File: src/rdcg_pkg.sv
// Shared types and constants for the revolving-door combination generator.
package rdcg_pkg;

  localparam int MAX_ELEMENTS = 64;
  localparam int IDX_W        = 7;
  localparam int T_W          = 6;
  localparam int MASK_W       = 64;
  localparam int CFG_IDX_W    = 2;

  localparam logic [CFG_IDX_W-1:0] REG_N_TOTAL = 2'd0;
  localparam logic [CFG_IDX_W-1:0] REG_T_SIZE  = 2'd1;

  typedef enum logic [3:0] {
    ST_IDLE,
    ST_INIT,
    ST_LD2,
    ST_FIRST,
    ST_R4,
    ST_R4B,
    ST_R5,
    ST_WR2,
    ST_OUT
  } seq_state_t;

  typedef struct packed {
    logic fire;
    logic restart;
  } seq_req_t;

  typedef struct packed {
    logic              valid;
    logic [MASK_W-1:0] mask;
    logic              exhausted;
  } seq_res_t;

endpackage

File: src/rdcg_ram.sv
// Generic single-write, single-read RAM with registered read data.
module rdcg_ram #(
  parameter int WIDTH = 7,
  parameter int DEPTH = 65
) (
  input  logic                     clk,
  input  logic                     we,
  input  logic [$clog2(DEPTH)-1:0] waddr,
  input  logic [WIDTH-1:0]         wdata,
  input  logic [$clog2(DEPTH)-1:0] raddr,
  output logic [WIDTH-1:0]         rdata
);

  logic [WIDTH-1:0] mem [DEPTH];

  always_ff @(posedge clk) begin
    if (we) begin
      mem[waddr] <= wdata;
    end
    rdata <= mem[raddr];
  end

endmodule

File: src/rdcg_seq.sv
// Sequencer and datapath stepping Algorithm R over the index RAM.
module rdcg_seq import rdcg_pkg::*; (
  input  logic              clk,
  input  logic              rst_n,
  input  seq_req_t          req,
  input  logic              cfg_hit,
  input  logic [IDX_W-1:0]  n_total,
  input  logic [T_W-1:0]    t_size,
  input  logic              out_free,
  output logic              idle,
  output seq_res_t          res
);

  seq_state_t state_r, state_nxt;
  logic              done_r, done_nxt;
  logic [MASK_W-1:0] mask_r, mask_nxt;
  logic [IDX_W-1:0]  a_r, a_nxt;
  logic [IDX_W-1:0]  b_r, b_nxt;
  logic [IDX_W-1:0]  j_r, j_nxt;
  logic [IDX_W-1:0]  k_r, k_nxt;
  logic [IDX_W-1:0]  wa2_r, wa2_nxt;
  logic [IDX_W-1:0]  wd2_r, wd2_nxt;

  logic              ram_we;
  logic [IDX_W-1:0]  ram_waddr, ram_wdata, ram_raddr, ram_rdata;

  logic [IDX_W-1:0]  t7, t_end;
  logic              sizes_ok, first_ok, r4_end, r4_hit, r4_last, r5_hit, init_last;

  function automatic logic [MASK_W-1:0] bit_of(input logic [IDX_W-1:0] v);
    bit_of = {{(MASK_W-1){1'b0}}, 1'b1} << v[5:0];
  endfunction

  rdcg_ram #(
    .WIDTH(IDX_W),
    .DEPTH(MAX_ELEMENTS + 1)
  ) u_idx_ram (
    .clk  (clk),
    .we   (ram_we),
    .waddr(ram_waddr),
    .wdata(ram_wdata),
    .raddr(ram_raddr),
    .rdata(ram_rdata)
  );

  assign t7        = {1'b0, t_size};
  assign t_end     = t7 + 7'd1;
  assign sizes_ok  = (t_size >= 6'd2) && (t7 < n_total) && (n_total <= 7'(MAX_ELEMENTS));
  assign first_ok  = t_size[0] ? ((a_r + 7'd1) < ram_rdata) : (a_r != '0);
  assign r4_end    = j_r > t7;
  assign r4_hit    = b_r >= j_r;
  assign r4_last   = (j_r + 7'd1) > t7;
  assign r5_hit    = (b_r + 7'd1) < ram_rdata;
  assign init_last = k_r == t_end;

  assign idle          = state_r == ST_IDLE;
  assign res.valid     = (state_r == ST_OUT) && out_free;
  assign res.mask      = done_r ? '0 : mask_r;
  assign res.exhausted = done_r;

  always_comb begin
    state_nxt = state_r;
    unique case (state_r)
      ST_IDLE: begin
        if (req.fire) begin
          if (req.restart) begin
            state_nxt = sizes_ok ? ST_INIT : ST_OUT;
          end else begin
            state_nxt = done_r ? ST_OUT : ST_LD2;
          end
        end
      end
      ST_INIT:  state_nxt = init_last ? ST_OUT : ST_INIT;
      ST_LD2:   state_nxt = ST_FIRST;
      ST_FIRST: begin
        if (first_ok) begin
          state_nxt = ST_OUT;
        end else begin
          state_nxt = t_size[0] ? ST_R4 : ST_R5;
        end
      end
      ST_R4: begin
        if (r4_end) begin
          state_nxt = ST_OUT;
        end else if (r4_hit) begin
          state_nxt = ST_WR2;
        end else if (r4_last) begin
          state_nxt = ST_OUT;
        end else begin
          state_nxt = ST_R4B;
        end
      end
      ST_R4B:   state_nxt = ST_R5;
      ST_R5:    state_nxt = r5_hit ? ST_WR2 : ST_R4;
      ST_WR2:   state_nxt = ST_OUT;
      ST_OUT:   state_nxt = out_free ? ST_IDLE : ST_OUT;
      default:  state_nxt = ST_IDLE;
    endcase
  end

  always_comb begin
    done_nxt  = done_r;
    mask_nxt  = mask_r;
    a_nxt     = a_r;
    b_nxt     = b_r;
    j_nxt     = j_r;
    k_nxt     = k_r;
    wa2_nxt   = wa2_r;
    wd2_nxt   = wd2_r;
    ram_we    = 1'b0;
    ram_waddr = '0;
    ram_wdata = '0;
    ram_raddr = '0;
    unique case (state_r)
      ST_IDLE: begin
        ram_raddr = 7'd1;
        if (req.fire && req.restart) begin
          done_nxt = !sizes_ok;
          mask_nxt = ~({MASK_W{1'b1}} << t_size);
          k_nxt    = 7'd1;
        end
      end
      ST_INIT: begin
        ram_we    = 1'b1;
        ram_waddr = k_r;
        ram_wdata = init_last ? n_total : (k_r - 7'd1);
        k_nxt     = k_r + 7'd1;
      end
      ST_LD2: begin
        ram_raddr = 7'd2;
        a_nxt     = ram_rdata;
        j_nxt     = 7'd2;
      end
      ST_FIRST: begin
        b_nxt     = ram_rdata;
        ram_raddr = j_r + 7'd1;
        if (first_ok) begin
          ram_we    = 1'b1;
          ram_waddr = 7'd1;
          ram_wdata = t_size[0] ? (a_r + 7'd1) : (a_r - 7'd1);
          mask_nxt  = (mask_r & ~bit_of(a_r)) | bit_of(ram_wdata);
        end
      end
      ST_R4: begin
        ram_raddr = j_r + 7'd1;
        if (r4_end) begin
          done_nxt = 1'b1;
        end else if (r4_hit) begin
          ram_we    = 1'b1;
          ram_waddr = j_r;
          ram_wdata = b_r - 7'd1;
          wa2_nxt   = j_r - 7'd1;
          wd2_nxt   = j_r - 7'd2;
          mask_nxt  = (mask_r & ~(bit_of(a_r) | bit_of(b_r)))
                    | bit_of(b_r - 7'd1) | bit_of(j_r - 7'd2);
        end else if (r4_last) begin
          done_nxt = 1'b1;
        end else begin
          a_nxt = b_r;
          j_nxt = j_r + 7'd1;
        end
      end
      ST_R4B: begin
        b_nxt     = ram_rdata;
        ram_raddr = j_r + 7'd1;
      end
      ST_R5: begin
        if (r5_hit) begin
          ram_we    = 1'b1;
          ram_waddr = j_r - 7'd1;
          ram_wdata = b_r;
          wa2_nxt   = j_r;
          wd2_nxt   = b_r + 7'd1;
          mask_nxt  = (mask_r & ~bit_of(a_r)) | bit_of(b_r + 7'd1);
        end else begin
          j_nxt = j_r + 7'd1;
          a_nxt = b_r;
          b_nxt = ram_rdata;
        end
      end
      ST_WR2: begin
        ram_we    = 1'b1;
        ram_waddr = wa2_r;
        ram_wdata = wd2_r;
      end
      ST_OUT: begin
      end
      default: begin
      end
    endcase
    if (cfg_hit) begin
      done_nxt = 1'b1;
    end
  end

  always_ff @(posedge clk) begin
    if (!rst_n) begin
      state_r <= ST_IDLE;
      done_r  <= 1'b1;
    end else begin
      state_r <= state_nxt;
      done_r  <= done_nxt;
    end
  end

  always_ff @(posedge clk) begin
    mask_r <= mask_nxt;
    a_r    <= a_nxt;
    b_r    <= b_nxt;
    j_r    <= j_nxt;
    k_r    <= k_nxt;
    wa2_r  <= wa2_nxt;
    wd2_r  <= wd2_nxt;
  end

  a_init_bound: assert property (@(posedge clk) disable iff (!rst_n)
    state_r == ST_INIT |-> k_r <= t_end)
    else $error("init sweep ran past c[t+1]");

  a_r5_bound: assert property (@(posedge clk) disable iff (!rst_n)
    state_r == ST_R5 |-> j_r <= t7)
    else $error("scan read beyond c[t+1]");

  a_restart_ok: assert property (@(posedge clk) disable iff (!rst_n)
    (state_r == ST_IDLE && req.fire && req.restart && sizes_ok && !cfg_hit) |=> !done_r)
    else $error("valid restart left generator exhausted");

  a_mask_weight: assert property (@(posedge clk) disable iff (!rst_n)
    (state_r == ST_OUT && !done_r) |-> $countones(mask_r) == int'(t_size))
    else $error("combination word has wrong element count");

endmodule

File: src/revolving_door_combination_generator_unit.sv
// Top level: config registers, input handshake and output word register.
//
// Usage:
//   cfg channel writes n_total (index 0) and t_size (index 1); any write to
//   either ends the running enumeration until the next restart word.
//   in channel: in_restart=1 loads {0..t-1}, in_restart=0 steps to the next
//   combination in revolving-door order. Each input word yields one output.
//   out channel: out_combo_mask holds the set, out_exhausted flags the end
//   (mask zero then). Sizes outside 2 <= t < n <= 64 give exhausted at once.
// Flow: a restart writes t+1 index RAM entries; bad sizes or an exhausted
//   advance go straight to the output word; an advance moves c[1] when it
//   can, else scans the index with R4 and R5 tests until one hits or the
//   scan runs off the end. The output word is registered as in_ready
//   returns. One word is in flight at a time.
// Reset: generator comes up exhausted, n_total=8, t_size=3; the index RAM is
//   not cleared and is read only after a restart has filled it.
// Stall: a finished word holds in the output register; the sequencer waits
//   to hand over its next word until the register is taken.
module revolving_door_combination_generator_unit import rdcg_pkg::*; (
  input  logic                 clk,
  input  logic                 rst_n,
  input  logic                 in_valid,
  output logic                 in_ready,
  input  logic                 in_restart,
  output logic                 out_valid,
  input  logic                 out_ready,
  output logic [MASK_W-1:0]    out_combo_mask,
  output logic                 out_exhausted,
  input  logic                 cfg_valid,
  output logic                 cfg_ready,
  input  logic [CFG_IDX_W-1:0] cfg_index,
  input  logic [IDX_W-1:0]     cfg_data
);

  logic [IDX_W-1:0]  n_total_r, n_total_nxt;
  logic [T_W-1:0]    t_size_r, t_size_nxt;
  logic              out_valid_r, out_valid_nxt;
  logic [MASK_W-1:0] out_mask_r, out_mask_nxt;
  logic              out_exh_r, out_exh_nxt;
  logic              cfg_fire, cfg_hit, out_free, seq_idle;
  seq_req_t          req;
  seq_res_t          res;

  assign cfg_ready = 1'b1;
  assign cfg_fire  = cfg_valid && cfg_ready;
  assign cfg_hit   = cfg_fire && ((cfg_index == REG_N_TOTAL) || (cfg_index == REG_T_SIZE));
  assign in_ready  = seq_idle;
  assign req.fire    = in_valid && in_ready;
  assign req.restart = in_restart;
  assign out_free  = !out_valid_r || out_ready;

  rdcg_seq u_seq (
    .clk    (clk),
    .rst_n  (rst_n),
    .req    (req),
    .cfg_hit(cfg_hit),
    .n_total(n_total_r),
    .t_size (t_size_r),
    .out_free(out_free),
    .idle   (seq_idle),
    .res    (res)
  );

  always_comb begin
    n_total_nxt = n_total_r;
    t_size_nxt  = t_size_r;
    if (cfg_fire) begin
      unique case (cfg_index)
        REG_N_TOTAL: n_total_nxt = cfg_data;
        REG_T_SIZE:  t_size_nxt  = cfg_data[T_W-1:0];
        default: begin
        end
      endcase
    end
  end

  always_comb begin
    out_valid_nxt = out_valid_r;
    out_mask_nxt  = out_mask_r;
    out_exh_nxt   = out_exh_r;
    if (out_valid_r && out_ready) begin
      out_valid_nxt = 1'b0;
    end
    if (res.valid) begin
      out_valid_nxt = 1'b1;
      out_mask_nxt  = res.mask;
      out_exh_nxt   = res.exhausted;
    end
  end

  always_ff @(posedge clk) begin
    if (!rst_n) begin
      n_total_r   <= 7'd8;
      t_size_r    <= 6'd3;
      out_valid_r <= 1'b0;
    end else begin
      n_total_r   <= n_total_nxt;
      t_size_r    <= t_size_nxt;
      out_valid_r <= out_valid_nxt;
    end
  end

  always_ff @(posedge clk) begin
    out_mask_r <= out_mask_nxt;
    out_exh_r  <= out_exh_nxt;
  end

  assign out_valid      = out_valid_r;
  assign out_combo_mask = out_mask_r;
  assign out_exhausted  = out_exh_r;

endmodule
File: config.mk
export PLATFORM = sky130hd
export DESIGN_NAME = revolving_door_combination_generator_unit
export DESIGN_NICKNAME = d
export VERILOG_FILES = /design/src/rdcg_pkg.sv /design/src/rdcg_ram.sv /design/src/rdcg_seq.sv /design/src/revolving_door_combination_generator_unit.sv
export SDC_FILE = /design/constraint.sdc
export NUM_CORES = 1
export LEC_CHECK = 0
export ABC_CLOCK_PERIOD_IN_PS = 33600
export BUFFER_PORTS_ARGS = -buffer_cell sky130_fd_sc_hd__buf_2
export CORE_ASPECT_RATIO = 0.5
export CORE_MARGIN = 2
export CORE_UTILIZATION = 41
export DETAILED_ROUTE_END_ITERATION = 16
export SLEW_MARGIN = 40
export SYNTH_ARGS = -nofsm -noshare
export SYNTH_HDL_FRONTEND = slang
export SYNTH_SLANG_ARGS = --single-unit
File: constraint.sdc
create_clock -name clk -period 33.6 [get_ports clk]
set_input_delay 6.72 -clock clk [delete_from_list [all_inputs] [get_ports clk]]
set_output_delay 6.72 -clock clk [all_outputs]
set_load 0.02 [all_outputs]
======== Word-level counts from Yosys, hierarchy flattened ========
Memories as Yosys holds them, arrays and structs flattened. A register that Yosys moved wholly into a read port is not among the register bits.
Cells that the tools add are included.
storage, ports and cells
  memory bits (writable) .................. 455
  memories ................................ 1
  word-level logic and storage cells ...... 174
  register bits ........................... 190
  input port bits ......................... 15
  output and inout bits ................... 68
memories
  name                 depth  width  rd ports  clocked after Yosys merged registers in  wr ports  RTL line        text
  u_seq.u_idx_ram.mem  65     7      1         1                                        1         rdcg_ram.sv:14  logic [WIDTH-1:0] mem [DEPTH];
cells by class
  shift-type cells ........................ 7
  bitwise logic cells ..................... 11
  $add $sub $neg .......................... 10
  equal/unequal tests ..................... 21
  mux-type cells .......................... 69
  reductions and logical operators ........ 33
  order comparisons ....................... 8
operator list
  kind                                                count
  << shifter 1 x 6 -> 64 bit (first input constant)   6
  two-way mux 64 bit                                  5
  OR 64 bit                                           5
  case mux 64 bit (4 select lines)                    1
  NOT 64 bit                                          3
  two-way mux 7 bit                                   25
  bitwise AND 64 bit                                  2
  case mux 7 bit (5 select lines)                     2
  << shifter 64 x 6 -> 64 bit (first input constant)  1
  case mux 7 bit (3 select lines)                     3
  case mux 7 bit (2 select lines)                     4
  two-way mux 4 bit                                   10
  case mux 4 bit (9 select lines)                     1
  adder 7 x 1 -> 7 bit (second input constant)        4
  subtractor 7 x 1 -> 7 bit (second input constant)   4
  == test 4 x 3 -> 1 bit (second input constant)      4
  > comparator 7 x 6 -> 1 bit                         2
  < comparator 7 bit                                  2
  two-way mux 1 bit                                   14
  != test 2 x 1 -> 1 bit (second input constant)      5
  nonzero test 2 bit                                  5
  == test 4 x 2 -> 1 bit (second input constant)      2
  != test 2 bit (second input constant)               4
  AND reduction 2 bit                                 4
  29 further kinds                                    41

======== Logic depth before layout (Yosys ltp) ========
  word-level depth ........................ 9
  mapped depth ............................ 15
  depth with buffers taken out ............ 12

======== Cells and area by module ========
From an unflattened synthesis, not the netlist that was laid out.
unflattened totals
  cell total of the unflattened synthesis .. 2396
  area, all modules ....................... 31943.1 sq um
by module, submodules not included
  module                                     sequential area each (sq um)  cells an instance  area each (sq um)  times used
  rdcg_ram                                   13803.2                       818                17974.7            1
  rdcg_seq                                   3283.1                        1450               11419.7            1
  revolving_door_combination_generator_unit  2232.1                        128                2548.7             1

======== Worst setup path before layout ========
No wires, ideal clock.
  path kind ............................... input port to flip-flop
  from .................................... input in_valid
  to ...................................... register u_seq.mask_r[0], enable pin
  required time ........................... 32771 ps
  library setup time ...................... 829 ps
  data arrival time ....................... 16917 ps
  path buffers ............................ 0
  slack ................................... 15854 ps
  cell stages on the path ................. 4
  cell sequence ........................... nand2_1 > nor2_1 > o21ai_0 > a2111oi_0
on the way
  longest elaborated chain between the ends .. 4
RTL lines
  item                                     RTL line                                         text
  from (decl)                              revolving_door_combination_generator_unit.sv:22  input logic in_valid,
  logical AND 1 bit                        revolving_door_combination_generator_unit.sv:48  assign req.fire = in_valid && in_ready;
  logical AND 1 bit                        rdcg_seq.sv:117                                  if (req.fire && req.restart) begin
  != test 2 x 1 -> 1 bit (no source line)  --
  AND reduction 6 bit (no source line)     --
  to (signal assigned)                     rdcg_seq.sv:207                                  mask_r <= mask_nxt;
  to (decl)                                rdcg_seq.sv:16                                   logic [MASK_W-1:0] mask_r, mask_nxt;
No other way between the ends.
A chain may end at the register's enable or synchronous reset.

======== Final worst setup path ========
  from .................................... register u_seq.state_r[0]
  to ...................................... output in_ready
on the way
  longest elaborated chain between the ends .. 1
RTL lines
  item                    RTL line                                         text
  from (decl)             rdcg_seq.sv:14                                   seq_state_t state_r, state_nxt;
  from (signal assigned)  rdcg_seq.sv:201                                  state_r <= state_nxt;
  logical NOT 4 bit       rdcg_seq.sv:56                                   assign idle = state_r == ST_IDLE;
  to (decl)               revolving_door_combination_generator_unit.sv:23  output logic in_ready,
No other way between the ends.

==> summary.txt <==
Critical path
  • Crit path from: u_seq.state_r[0]$_SDFFE_PN0P_
  • Critical path launch point type: register
  • WS Path Type: reg -> out
  • FF-to-FF Start: u_seq.b_r[5]$_DFFE_PP_
  • Largest stage delay, worst path: between 0.7 and 0.8 ns
  • Data required, critical path: 26.88 ns
  • Critical path endpoint category: output port
  • Crit path max-delay family: simple AND/OR/NAND/NOR gates
  • Cells along the critical path: nor4_2 > buf_2
  • Buf/Inv on CP: 1
  • Crit-path slowest cell: nor4_2
  • Crit path max fanout: 19
  • Worst Path Arrival: about 2.2 ns

Power and ir drop
  • Comb pwr share: 11.9%
  • Part of the power in the clock network: a little under two fifths
  • Pwr Density: 50.5 nW/um^2
  • Worst VDD drop: ~0.044 mV
  • Leakage dissipation: approximately 0.013 uW
  • Net Sw Frac: between 20 and 30%
  • P_sw: 485 uW
  • Total power: 1870 uW
  • Internal: 1380 uW
  • Seq pwr share: 49.9%

Global routing
  • Initial antenna violation count: 2
  • Largest net degree at the start of global routing: 68
  • Vias in the first global route: approximately 24,000
  • Remaining global-route overflow: 0
  • Gr usage total: 26.9%
  • First-pass GRT wire length: 163,000 um

Synthesis
  • Top cell type's share of synthesized area: between 50% and 60%
  • EDFF count, synth: between 600 and 700
  • Post-Synthesis Cells: 2,859
  • FFs w/ async S/R, synth: 0%
  • Syn. warnings: 0
  • Sequential share of the synthesized area: just under 60%
  • Post-Syn Nets: 2,940
  • Ys flop type: edfxtp_1
  • Mapped cell area: 32,600 um^2
  • Syn Area/Cell: 11.4 um^2
  • Area leader, netlist: edfxtp_1
  • Largest cells by area after synthesis: edfxtp_1, nand2_1, mux2i_1
  • Cell variety after synth: 88
  • Register bit total from synthesis: 652

Clocking
  • H-tree depth: 2
  • CTS tree: built
  • Clock root buffer master: clkbuf_16
  • Clk_lat worst skew: 0.68 ns
  • TritonCTS Buffers: 60
  • Reg clk slew, reported paths: 0.06 ns
  • Setup bufs post-CTS: 0
  • CTS max path bufs: 3
  • Hold Buf Count CTS: 0
  • Cts repair resizes: 0
  • Num Clock Sinks: 652

Timing
  • Fin crit share: 26.7%
  • Post-route setup TNS: 0 ns
  • Crit path time final: 8.96 ns
  • FMAX: around 110 MHz
  • Unrepaired setup endpoints after global routing: no
  • Slew Limit Fails: 0
  • Setup Viol. Count Final: 0
  • Slew headroom: 37.3%
  • Slew at the pin with the worst max-slew slack: 0.934 ns
  • Setup Skew: roughly 0.043 ns
  • Endpoints failing hold: 0

Run status
  • Outcome: complete, no violations

Routing
  • Via count: 24,900
  • Wire per inst: 28.1 um
  • Drt first pass iters: 6
  • Post-route DRC violation count: 0
  • DR vias/cell: 6.20
  • Initial DRC count: 3,080
  • Final antenna-violating net count: 0
  • Routed WL: between 100,000 and 150,000 um

Placed design
  • Placement Cell Area: 34,800 um^2
  • Gpl congestion: a little over 1
  • Hpwl dp: between 70,000 and 80,000 um
  • Port Buffer Count: slightly above 80

Floorplanning
  • Core area: 79,000 um^2
  • Die Span X: about 400 um
  • Initial Util: 41.2%
  • Row cnt: 73
  • # IOs: slightly above 80
  • Full die area: 81,900 um^2
  • Die Ht: 203 um

Layout
  • Post-route cell area: 36,900 um^2
  • Leading cell type in the layout, fill and taps excluded: edfxtp_1
  • Nets@finish: 3,004
  • Most frequent cells in the layout: edfxtp_1, nand2_1, nand3_1, o21ai_0, nor2_1
  • Layout area overhead: 13.3%
  • Fin util: 46.7%
  • Share of post-route cells with drive strength above 1: about 12%

Min path
  • Worst hold path type: reg -> reg
  • Worst Min Path Start: u_seq.u_idx_ram.rdata[6]$_DFF_P_

Run
  • Max-cap violation count: 0
==> stage by stage <==
step                instances  hold WS [ns]  worst slack (ns)
floorplan                2859         0.425             15.85
global placement         3906         0.469             24.87
detailed placement       3909         0.471             25.04
CTS                      4017         0.484             24.53
global route             4019         0.509             24.53
finish                   4022         0.473             24.64
==> worst reg2reg max path: stages (launching register included) <==
cell and delay, ns:
edfxtp_1 0.81, nand2_1 0.55, nor2_1 0.31, xnor2_1 0.13, ha_1 0.33, and4_1 0.21
o21ai_1 0.25, and2_1 0.40, a222oi_1 0.51, clkbuf_2 0.25, o2111ai_4 0.33, buf_8 0.29
nor4_4 0.54
==> kinds of logic after synthesis <==
group           after synthesis  share of synthesized area (%)
flops                       652                           59.3
fa+ha+maj                    66                           2.53
mux                         136                           4.19
xor+xnor                     58                           1.56
other cells                   1                         0.0115
simple gates               1025                           15.1
buf+inv                     251                           3.13
compound gates              670                           14.1
==> cell type report <==
class | count | area [um^2]
Fill cell | 7100 | 42100
Sequential cell | 652 | 19300
Multi-Input combinational cell | 1956 | 12700
Clock buffer | 80 | 1650
Timing Repair Buffer | 196 | 1330
Tap cell | 1050 | 1310
Clock inverter | 28 | 360
Inverter | 57 | 214
Antenna cell | 3 | 7.51
==> synth_stat cells (all sizes together) (26+ instances only) <==
| master | n |
|---|---|
| edfxtp | 626 |
| nand2 | 405 |
| nand3 | 156 |
| o21ai | 156 |
| nor2 | 152 |
| mux2i | 132 |
| clkbuf | 131 |
| a21oi | 117 |
| nor2b | 88 |
| nor4 | 79 |
| o221ai | 67 |
| ha | 66 |
| buf | 63 |
| inv | 54 |
| a31oi | 37 |
| nor3 | 35 |
| xnor2 | 35 |
| o21a | 30 |
| and3 | 27 |
| dfxtp | 26 |
==> final timing paths <==
check / end / slack, ns / cells after the start
max: in_ready / 24.64 / 2
min: u_seq.b_r[6]$_DFFE_PP_ / 0.47 / 0
max reg2reg: u_seq.u_idx_ram.mem[20][0]$_DFFE_PP_ / 28.33 / 12
min reg2reg: u_seq.b_r[6]$_DFFE_PP_ / 0.47 / 0
==> flip-flops by register name, summed over array words and instances (netlist names) <==
register / count
out_combo_mask: 64
u_seq.mask_r: 64
u_seq.state_r: 4
u_seq.wd2_r: 7
u_seq.a_r: 7
u_seq.wa2_r: 7
n_total_r: 7
u_seq.u_idx_ram.rdata: 7
out_valid: 1
u_seq.done_r: 1
u_seq.j_r: 7
out_exhausted: 1
t_size_r: 6
u_seq.u_idx_ram.mem: 455
u_seq.b_r: 7
u_seq.k_r: 7
==> per-layer routing <==
| layer | part of all wire (%) | vias to the layer above | track usage (%) |
|---|---|---|---|
| met3 | 8.5 | 280 | 4.53 |
| met2 | 46 | 1297 | 43.2 |
| met1 | 42 | 12300 | 36.7 |
| li1 | - | 11000 | - |
| met5 | 0 | - | 0 |
| met4 | 4.3 | 0 | 10.4 |
==> power by group through the flow <==
stage | clock [uW] | combinational [uW] | sequential [uW]
floorplan | 0 | 134 | 953
global placement | 0 | 214 | 947
detailed placement | 0 | 219 | 948
CTS | 724 | 220 | 930
global route | 755 | 239 | 931
finish | 714 | 222 | 930
(Power assumes the default switching activity.)
